--- src/rtl/bpgd_pkg.sv ---
// Shared types, event codes, register indexes and reset values for the
// button press gesture detector. No dependencies.
package bpgd_pkg;

   // Integrator, stamp, count, event code and register index widths
   localparam int LevelWidth = 8;
   localparam int TickWidth  = 32;
   localparam int CountWidth = 8;
   localparam int EventWidth = 3;
   localparam int CsrIdxWidth = 2;

   // Default integrator depth
   localparam int DebounceDepthDefault = 16;

   // Gesture event codes
   localparam logic [EventWidth-1:0] EvNone    = 3'd0;
   localparam logic [EventWidth-1:0] EvShort   = 3'd1;
   localparam logic [EventWidth-1:0] EvMcu     = 3'd2;
   localparam logic [EventWidth-1:0] EvFull    = 3'd3;
   localparam logic [EventWidth-1:0] EvFactory = 3'd4;

   // Register indexes
   localparam logic [CsrIdxWidth-1:0] RegClickWindow = 2'd0;
   localparam logic [CsrIdxWidth-1:0] RegMcuHold     = 2'd1;
   localparam logic [CsrIdxWidth-1:0] RegFullHold    = 2'd2;
   localparam logic [CsrIdxWidth-1:0] RegFactory     = 2'd3;

   // Register reset values
   localparam logic [TickWidth-1:0]  ClickWindowReset = 32'd16000000;
   localparam logic [TickWidth-1:0]  McuHoldReset     = 32'd80000000;
   localparam logic [TickWidth-1:0]  FullHoldReset    = 32'd160000000;
   localparam logic [CountWidth-1:0] FactoryReset     = 8'd5;

   typedef struct packed {
      logic                 pin_level;
      logic [TickWidth-1:0] now_ticks;
   } req_type;

   typedef struct packed {
      logic [EventWidth-1:0] gesture_event;
      logic                  busy_res;
      logic [CountWidth-1:0] click_total;
   } rsp_type;

   typedef struct packed {
      logic [TickWidth-1:0]  click_window;
      logic [TickWidth-1:0]  mcu_hold;
      logic [TickWidth-1:0]  full_hold;
      logic [CountWidth-1:0] factory_clicks;
   } cfg_type;

endpackage

--- src/rtl/bpgd_core.sv ---
// Gesture state registers and the per-poll update logic.
// Depends on bpgd_pkg.
module bpgd_core #(
   parameter int DEBOUNCE_DEPTH = bpgd_pkg::DebounceDepthDefault
) (
   input  logic              clock,
   input  logic              reset,
   input  logic              step_en,
   input  bpgd_pkg::req_type poll,
   input  bpgd_pkg::cfg_type cfg,
   output bpgd_pkg::rsp_type result
);

   localparam logic [bpgd_pkg::LevelWidth-1:0] DepthLvl =
      bpgd_pkg::LevelWidth'(DEBOUNCE_DEPTH);
   localparam logic [bpgd_pkg::LevelWidth-1:0] LvlOne = bpgd_pkg::LevelWidth'(1);

   logic [bpgd_pkg::LevelWidth-1:0] level_ff, level_in;
   logic                            pressed_ff, pressed_in;
   logic                            released_ff, released_in;
   logic [bpgd_pkg::TickWidth-1:0]  press_stamp_ff, press_stamp_in;
   logic [bpgd_pkg::TickWidth-1:0]  release_stamp_ff, release_stamp_in;
   logic [bpgd_pkg::CountWidth-1:0] count_ff, count_in;

   logic [bpgd_pkg::TickWidth-1:0]  since_release;
   logic [bpgd_pkg::TickWidth-1:0]  since_press;
   logic [bpgd_pkg::TickWidth-1:0]  since_release_upd;
   logic [bpgd_pkg::EventWidth-1:0] event_code;

   // Integrate the pin, qualify edges, classify gestures
   always_comb begin
      level_in         = level_ff;
      pressed_in       = pressed_ff;
      released_in      = released_ff;
      press_stamp_in   = press_stamp_ff;
      release_stamp_in = release_stamp_ff;
      count_in         = count_ff;
      event_code       = bpgd_pkg::EvNone;

      since_release = poll.now_ticks - release_stamp_ff;

      if (!poll.pin_level) begin
         if (level_ff < DepthLvl) begin
            level_in = level_ff + 1'b1;
            if (level_in == DepthLvl) begin
               pressed_in     = 1'b1;
               press_stamp_in = poll.now_ticks;
               if (!(since_release > cfg.click_window)) begin
                  if (count_ff != '1) count_in = count_ff + 1'b1;
               end else begin
                  count_in = bpgd_pkg::CountWidth'(1);
               end
            end
         end
      end else begin
         if (level_ff > LvlOne) begin
            level_in = level_ff - 1'b1;
            if (level_in == LvlOne && pressed_ff) begin
               released_in      = 1'b1;
               release_stamp_in = poll.now_ticks;
            end
         end
      end

      since_press       = poll.now_ticks - press_stamp_in;
      since_release_upd = poll.now_ticks - release_stamp_in;

      priority if (pressed_in && released_in) begin
         pressed_in  = 1'b0;
         released_in = 1'b0;
         priority if (since_press > cfg.full_hold) event_code = bpgd_pkg::EvFull;
         else if (since_press > cfg.mcu_hold)      event_code = bpgd_pkg::EvMcu;
         else                                      event_code = bpgd_pkg::EvShort;
      end else if (!pressed_in) begin
         if (since_release_upd > cfg.click_window) begin
            if (count_in != '0 && count_in == cfg.factory_clicks)
               event_code = bpgd_pkg::EvFactory;
            count_in = '0;
         end
      end else begin
         event_code = bpgd_pkg::EvNone;
      end

      result.gesture_event = event_code;
      result.busy_res      = (level_in != LvlOne && level_in != DepthLvl)
                             || pressed_in || (count_in != '0);
      result.click_total   = count_in;
   end

   // Commit state on each processed poll
   always_ff @(posedge clock) begin
      if (reset) begin
         level_ff         <= LvlOne;
         pressed_ff       <= 1'b0;
         released_ff      <= 1'b0;
         press_stamp_ff   <= '0;
         release_stamp_ff <= '0;
         count_ff         <= '0;
      end else if (step_en) begin
         level_ff         <= level_in;
         pressed_ff       <= pressed_in;
         released_ff      <= released_in;
         press_stamp_ff   <= press_stamp_in;
         release_stamp_ff <= release_stamp_in;
         count_ff         <= count_in;
      end
   end

endmodule

--- src/rtl/button_press_gesture_detector_unit.sv ---
// Top level of the button press gesture detector: poll register, result
// register and control registers. Depends on bpgd_pkg and bpgd_core.
//
//   channel  direction  handshake          payload
//   req_     in         valid / stall      bpgd_pkg::req_type
//   rsp_     out        valid / stall      bpgd_pkg::rsp_type
//   csr_     in         valid / ready      index (2 bits), data (32 bits)
//
// One poll per cycle sustained while the result is not stalled. Each poll
// moves from the poll register into the result register, fed by one pass of
// the update logic. Reset is synchronous; the unit accepts polls right after.
// A stalled result holds and backs up into the poll register; req_stall
// rises only when both registers are full and the result cannot move.
module button_press_gesture_detector_unit #(
   parameter int DEBOUNCE_DEPTH = bpgd_pkg::DebounceDepthDefault
) (
   input  logic                                clock,
   input  logic                                reset,
   input  logic                                req_valid,
   output logic                                req_stall,
   input  bpgd_pkg::req_type                   req_payload,
   output logic                                rsp_valid,
   input  logic                                rsp_stall,
   output bpgd_pkg::rsp_type                   rsp_payload,
   input  logic                                csr_valid,
   output logic                                csr_ready,
   input  logic [bpgd_pkg::CsrIdxWidth-1:0]    csr_index,
   input  logic [bpgd_pkg::TickWidth-1:0]      csr_data
);

   logic              poll_valid_ff;
   bpgd_pkg::req_type poll_ff;
   logic              rsp_valid_ff;
   bpgd_pkg::rsp_type rsp_ff;
   bpgd_pkg::cfg_type cfg_ff;
   bpgd_pkg::rsp_type step_result;
   logic              advance;
   logic              poll_load;

   // Move the held poll into the result register when it has room
   assign advance   = poll_valid_ff && (!rsp_valid_ff || !rsp_stall);
   assign req_stall = poll_valid_ff && !advance;
   assign poll_load = req_valid && !req_stall;
   assign csr_ready = 1'b1;

   bpgd_core #(
      .DEBOUNCE_DEPTH(DEBOUNCE_DEPTH)
   ) u_core (
      .clock   (clock),
      .reset   (reset),
      .step_en (advance),
      .poll    (poll_ff),
      .cfg     (cfg_ff),
      .result  (step_result)
   );

   // Poll register
   always_ff @(posedge clock) begin
      if (reset) begin
         poll_valid_ff <= 1'b0;
      end else if (poll_load) begin
         poll_valid_ff <= 1'b1;
      end else if (advance) begin
         poll_valid_ff <= 1'b0;
      end
   end

   always_ff @(posedge clock) begin
      if (poll_load) poll_ff <= req_payload;
   end

   // Result register
   always_ff @(posedge clock) begin
      if (reset) begin
         rsp_valid_ff <= 1'b0;
      end else if (advance) begin
         rsp_valid_ff <= 1'b1;
      end else if (!rsp_stall) begin
         rsp_valid_ff <= 1'b0;
      end
   end

   always_ff @(posedge clock) begin
      if (advance) rsp_ff <= step_result;
   end

   assign rsp_valid   = rsp_valid_ff;
   assign rsp_payload = rsp_ff;

   // Control registers: take each write transfer
   always_ff @(posedge clock) begin
      if (reset) begin
         cfg_ff.click_window   <= bpgd_pkg::ClickWindowReset;
         cfg_ff.mcu_hold       <= bpgd_pkg::McuHoldReset;
         cfg_ff.full_hold      <= bpgd_pkg::FullHoldReset;
         cfg_ff.factory_clicks <= bpgd_pkg::FactoryReset;
      end else if (csr_valid && csr_ready) begin
         unique case (csr_index)
            bpgd_pkg::RegClickWindow: cfg_ff.click_window <= csr_data;
            bpgd_pkg::RegMcuHold:     cfg_ff.mcu_hold     <= csr_data;
            bpgd_pkg::RegFullHold:    cfg_ff.full_hold    <= csr_data;
            bpgd_pkg::RegFactory:     cfg_ff.factory_clicks <=
               csr_data[bpgd_pkg::CountWidth-1:0];
            default: ;
         endcase
      end
   end

endmodule
--- config.mk ---
export PLATFORM = sky130hd
export DESIGN_NAME = button_press_gesture_detector_unit
export DESIGN_NICKNAME = d
export VERILOG_FILES = /design/src/rtl/bpgd_pkg.sv /design/src/rtl/bpgd_core.sv /design/src/rtl/button_press_gesture_detector_unit.sv
export SDC_FILE = /design/constraint.sdc
export NUM_CORES = 1
export LEC_CHECK = 0
export ABC_AREA = 1
export BUFFER_PORTS_ARGS = -buffer_cell sky130_fd_sc_hd__buf_2
export CORE_ASPECT_RATIO = 1.25
export CORE_MARGIN = 2
export CORE_UTILIZATION = 46
export DETAILED_ROUTE_END_ITERATION = 16
export PLACE_DENSITY = 0.71
export SETUP_SLACK_MARGIN = 0.4
export SLEW_MARGIN = 20
export SYNTH_ARGS = -nofsm -noshare
export SYNTH_HDL_FRONTEND = slang
export SYNTH_SLANG_ARGS = --single-unit
--- constraint.sdc ---
create_clock -name clock -period 6.7 [get_ports clock]
set_input_delay 1.34 -clock clock [delete_from_list [all_inputs] [get_ports clock]]
set_output_delay 1.34 -clock clock [all_outputs]
set_load 0.01 [all_outputs]
==> reports/qor.txt <==
Resize count post-CTS - 0
Most frequent cells in the layout - sky130_fd_sc_hd__nand2_1 (499), sky130_fd_sc_hd__inv_1 (352), sky130_fd_sc_hd__a21oi_1 (309)
Cell repeated most along the worst path - sky130_fd_sc_hd__nand2_1
Proportion of synthesized flip-flops having asynchronous set or reset - 0%
Largest cells by area after synthesis - sky130_fd_sc_hd__dfxtp_1 (21%), sky130_fd_sc_hd__ha_1 (16%), sky130_fd_sc_hd__nand2_1 (11%)
Slew at the pin closest to its max-slew limit - 997 ps
Type of element capturing the critical path - flip-flop
Worst-path cell with the longest stage delay - sky130_fd_sc_hd__dfxtp_1
CTS Root Cell - sky130_fd_sc_hd__clkbuf_16
Standby leakage power - 0.00902 µW
Number of nets with antenna violations after detailed routing - 0
Post-Syn Area per Cell - 7.12 µm²
CP Class - flip-flop to flip-flop
Tmin final - 5860 ps
Hold-fix buffers at CTS - 0
Largest delay contributor family on the critical path - simple AND/OR/NAND/NOR gates
Data required time of the worst path - 7020 ps
Insertion delay to the later sink of the worst-skew pair - 580 ps
Total I/O pin count - 87
Library cells used by synthesis - 61
Core region area - 38100 µm²
Startpoint class of the critical path - flip-flop
Post-Synthesis Cells - 2497
Layout cells sized above 1 - 7.73%
Util after Layout - 51.4%
Starting density of the core - 46.6%
Post-synth EDFFs - 45
Post-layout total power - 4330 µW
Largest stage delay on the critical path - 440 ps
Post-synthesis cell area - 17800 µm²
Max-capacitance violation count - 0
Worst-case clock buffer depth - 3
Status - completed
Count of placed standard cells including taps - 3014
Proportion of netlist area held by the largest area contributor - 21.2%
Worst hold path endpoint - cfg_ff[10]
Height of the chip - 224 µm
First-pass GRT wire length - 84.9 mm
Sum of negative setup slack - 0 ps
Share of the yosys chip area belonging to registers - 28.8%
Nets in the synthesized netlist - 2798
Number of failing setup endpoints in the final timing report - 0
HPWL after DPL - 43.3 mm
Data arrival time of the worst path - 6180 ps
Pin count of the biggest net entering global routing - 93
Vias in the first global route - 15.9k
Area of the die - 40200 µm²
Average via count per standard cell - 5.52
First-pass iteration count of the detailed router - 7
Count of state elements after synthesis - 233
CP max FO - 36
Number of fill cells - 3782
Area leader, netlist - sky130_fd_sc_hd__dfxtp_1
Area delta synth->final - 10.2%
Total routing resource utilization after global routing - 26.4%
Total via count in the routed design - 16.9k
Max Fclk - 171 MHz
CTS tree - built
Total clock buffers created by CTS - 27
Launch instance of the worst register-to-register path - u_core.level_ff[1]
Capture point of the worst reg-to-reg path - rsp_payload[10]
Overflow left after global routing - 0
Iteration-0 DRC count of the detailed router - 1292
Final antenna diode count - 0
Setup slack of the worst register-to-register path - 840 ps
Die span in x - 180 µm
Commonest non-fill, non-tap cell in the layout - sky130_fd_sc_hd__nand2_1
Worst Path Buf+Inv - 3
Cell depth of the worst min-delay path - 2
Worst hold path type - flip-flop to flip-flop
CTS sink cnt - 233
Number of rows created at floorplan - 80
DRC viols - 0
Clock slew at the register clock pins of the worst setup and hold paths - 60 ps
RePlAce Congestion - 0.961
Post-CTS setup buffers - 0
Final number of hold-violating endpoints - 0
Setup skew after layout - 21.1 ps
Aggregate routed wire length - 54.5 mm
Count of input and output buffers - 85
Final Cycle Share - 87.5%
Hold Startpoint - cfg_ff[10]
Worst slew margin - 33.6%
Average wire length per cell after detail routing - 17.8 µm
Critical Path Stages - 26
Total power per unit cell area - 221 nW/µm²
Max Slew Vio Count - 0
Number of non-filler instances in the completed layout - 3065
H-Tree Depth - 1
Total of warnings raised by yosys - 0
Largest vdd supply drop - 0.200 mV
Cell depth of the worst flop-to-flop path - 26
Antenna violations before repair - 0
Number of nets in the layout - 2853
Unrepaired setup endpoints after global routing - false
Main flop type after synthesis - sky130_fd_sc_hd__dfxtp_1
-- sequential cells by signal, indices dropped and copies added (netlist names) --
signal                   cells
u_core.release_stamp_ff     32
u_core.press_stamp_ff       32
u_core.pressed_ff            1
rsp_payload                 12
u_core.released_ff           1
cfg_ff                     104
poll_ff                     33
u_core.count_ff              8
rsp_valid                    1
poll_valid_ff                1
u_core.level_ff              8
-- worst min-delay path, cell delays in order (launching register included) --
cell                      delay, ps
sky130_fd_sc_hd__dfxtp_1        300
sky130_fd_sc_hd__inv_1           60
sky130_fd_sc_hd__a21oi_1         50
-- worst max path at each step --
stage | startpoint | endpoint | slack [ps]
after floorplan | u_core.level_ff[0] | rsp_payload[8] | 1840
after global placement | u_core.level_ff[0] | rsp_payload[8] | 620
after detailed placement | u_core.level_ff[0] | rsp_payload[8] | 530
after CTS | u_core.level_ff[0] | rsp_payload[8] | 510
after global routing | u_core.level_ff[1] | rsp_payload[10] | 380
final | u_core.level_ff[1] | rsp_payload[10] | 840
-- stage by stage --
step | setup slack [ps] | area (µm²) | hold WS [ps]
4_1_cts | 508 | 19500 | 465
5_1_grt | 382 | 19600 | 482
3_3_place_gp | 619 | 18600 | 446
2_1_floorplan | 1840 | 17800 | 435
6_report | 836 | 19600 | 462
3_5_place_dp | 533 | 18600 | 454
-- cells in the mapped netlist (4+ instances only) --
library cell               number
sky130_fd_sc_hd__inv_1        353
sky130_fd_sc_hd__nand2_2       10
sky130_fd_sc_hd__clkbuf_1      50
sky130_fd_sc_hd__dfxtp_1      188
sky130_fd_sc_hd__a211oi_1       8
sky130_fd_sc_hd__a21o_1         8
sky130_fd_sc_hd__nor2_1       145
sky130_fd_sc_hd__nor2_2         7
sky130_fd_sc_hd__o21ai_0      246
sky130_fd_sc_hd__buf_2         10
sky130_fd_sc_hd__inv_2          4
sky130_fd_sc_hd__nand4_1       31
sky130_fd_sc_hd__ha_1         226
sky130_fd_sc_hd__nand3_1       77
sky130_fd_sc_hd__a31oi_1        7
sky130_fd_sc_hd__buf_1          7
sky130_fd_sc_hd__o21a_1        16
sky130_fd_sc_hd__o21ai_1        7
sky130_fd_sc_hd__nor4_1         9
sky130_fd_sc_hd__edfxtp_1      45
sky130_fd_sc_hd__o211ai_1      68
sky130_fd_sc_hd__xnor2_1       18
sky130_fd_sc_hd__nand2_1      499
sky130_fd_sc_hd__nand3_2        7
sky130_fd_sc_hd__a21oi_1      309
sky130_fd_sc_hd__xor2_1        64
sky130_fd_sc_hd__nor3_1        25
-- metal layers --
metal / vias to the layer above / part of all wire, % / global-route usage [%] / routed length, µm
li1: 8540 / - / - / -
met1: 7791 / 40 / 30.6 / 22000
met2: 471 / 50 / 48.5 / 27500
met3: 127 / 4.2 / 2.49 / 2320
met4: 0 / 5.1 / 12.5 / 2760
met5: - / 0 / 0 / 0
-- power breakdown --
group | total, µW | internal [µW] | leakage (µW) | switching [µW]
clock network | 1550 | 900 | 0.000460 | 654
registers | 1560 | 1500 | 0.00197 | 62.8
logic | 1210 | 444 | 0.00658 | 765
total | 4330 | 2840 | 0.00902 | 1480
-- cell type report --
type / instances / area, µm² / area share [%]
Clock buffer: 38 / 821 / 4.19
Clock inverter: 12 / 111 / 0.568
Inverter: 361 / 1370 / 6.98
Multi-Input combinational cell: 1834 / 11100 / 56.4
Sequential cell: 233 / 5110 / 26.1
Tap cell: 492 / 616 / 3.14
Timing Repair Buffer: 95 / 504 / 2.57
-- logic make-up after synthesis --
group	synth area share [%]
compound gates	21.6
xor+xnor	4.22
fa+ha+maj	16.3
buf+inv	9.29
flops	28.8
other cells	0.0211
simple gates	19.8
No activity file was read; power rests on OpenSTA's default activity.
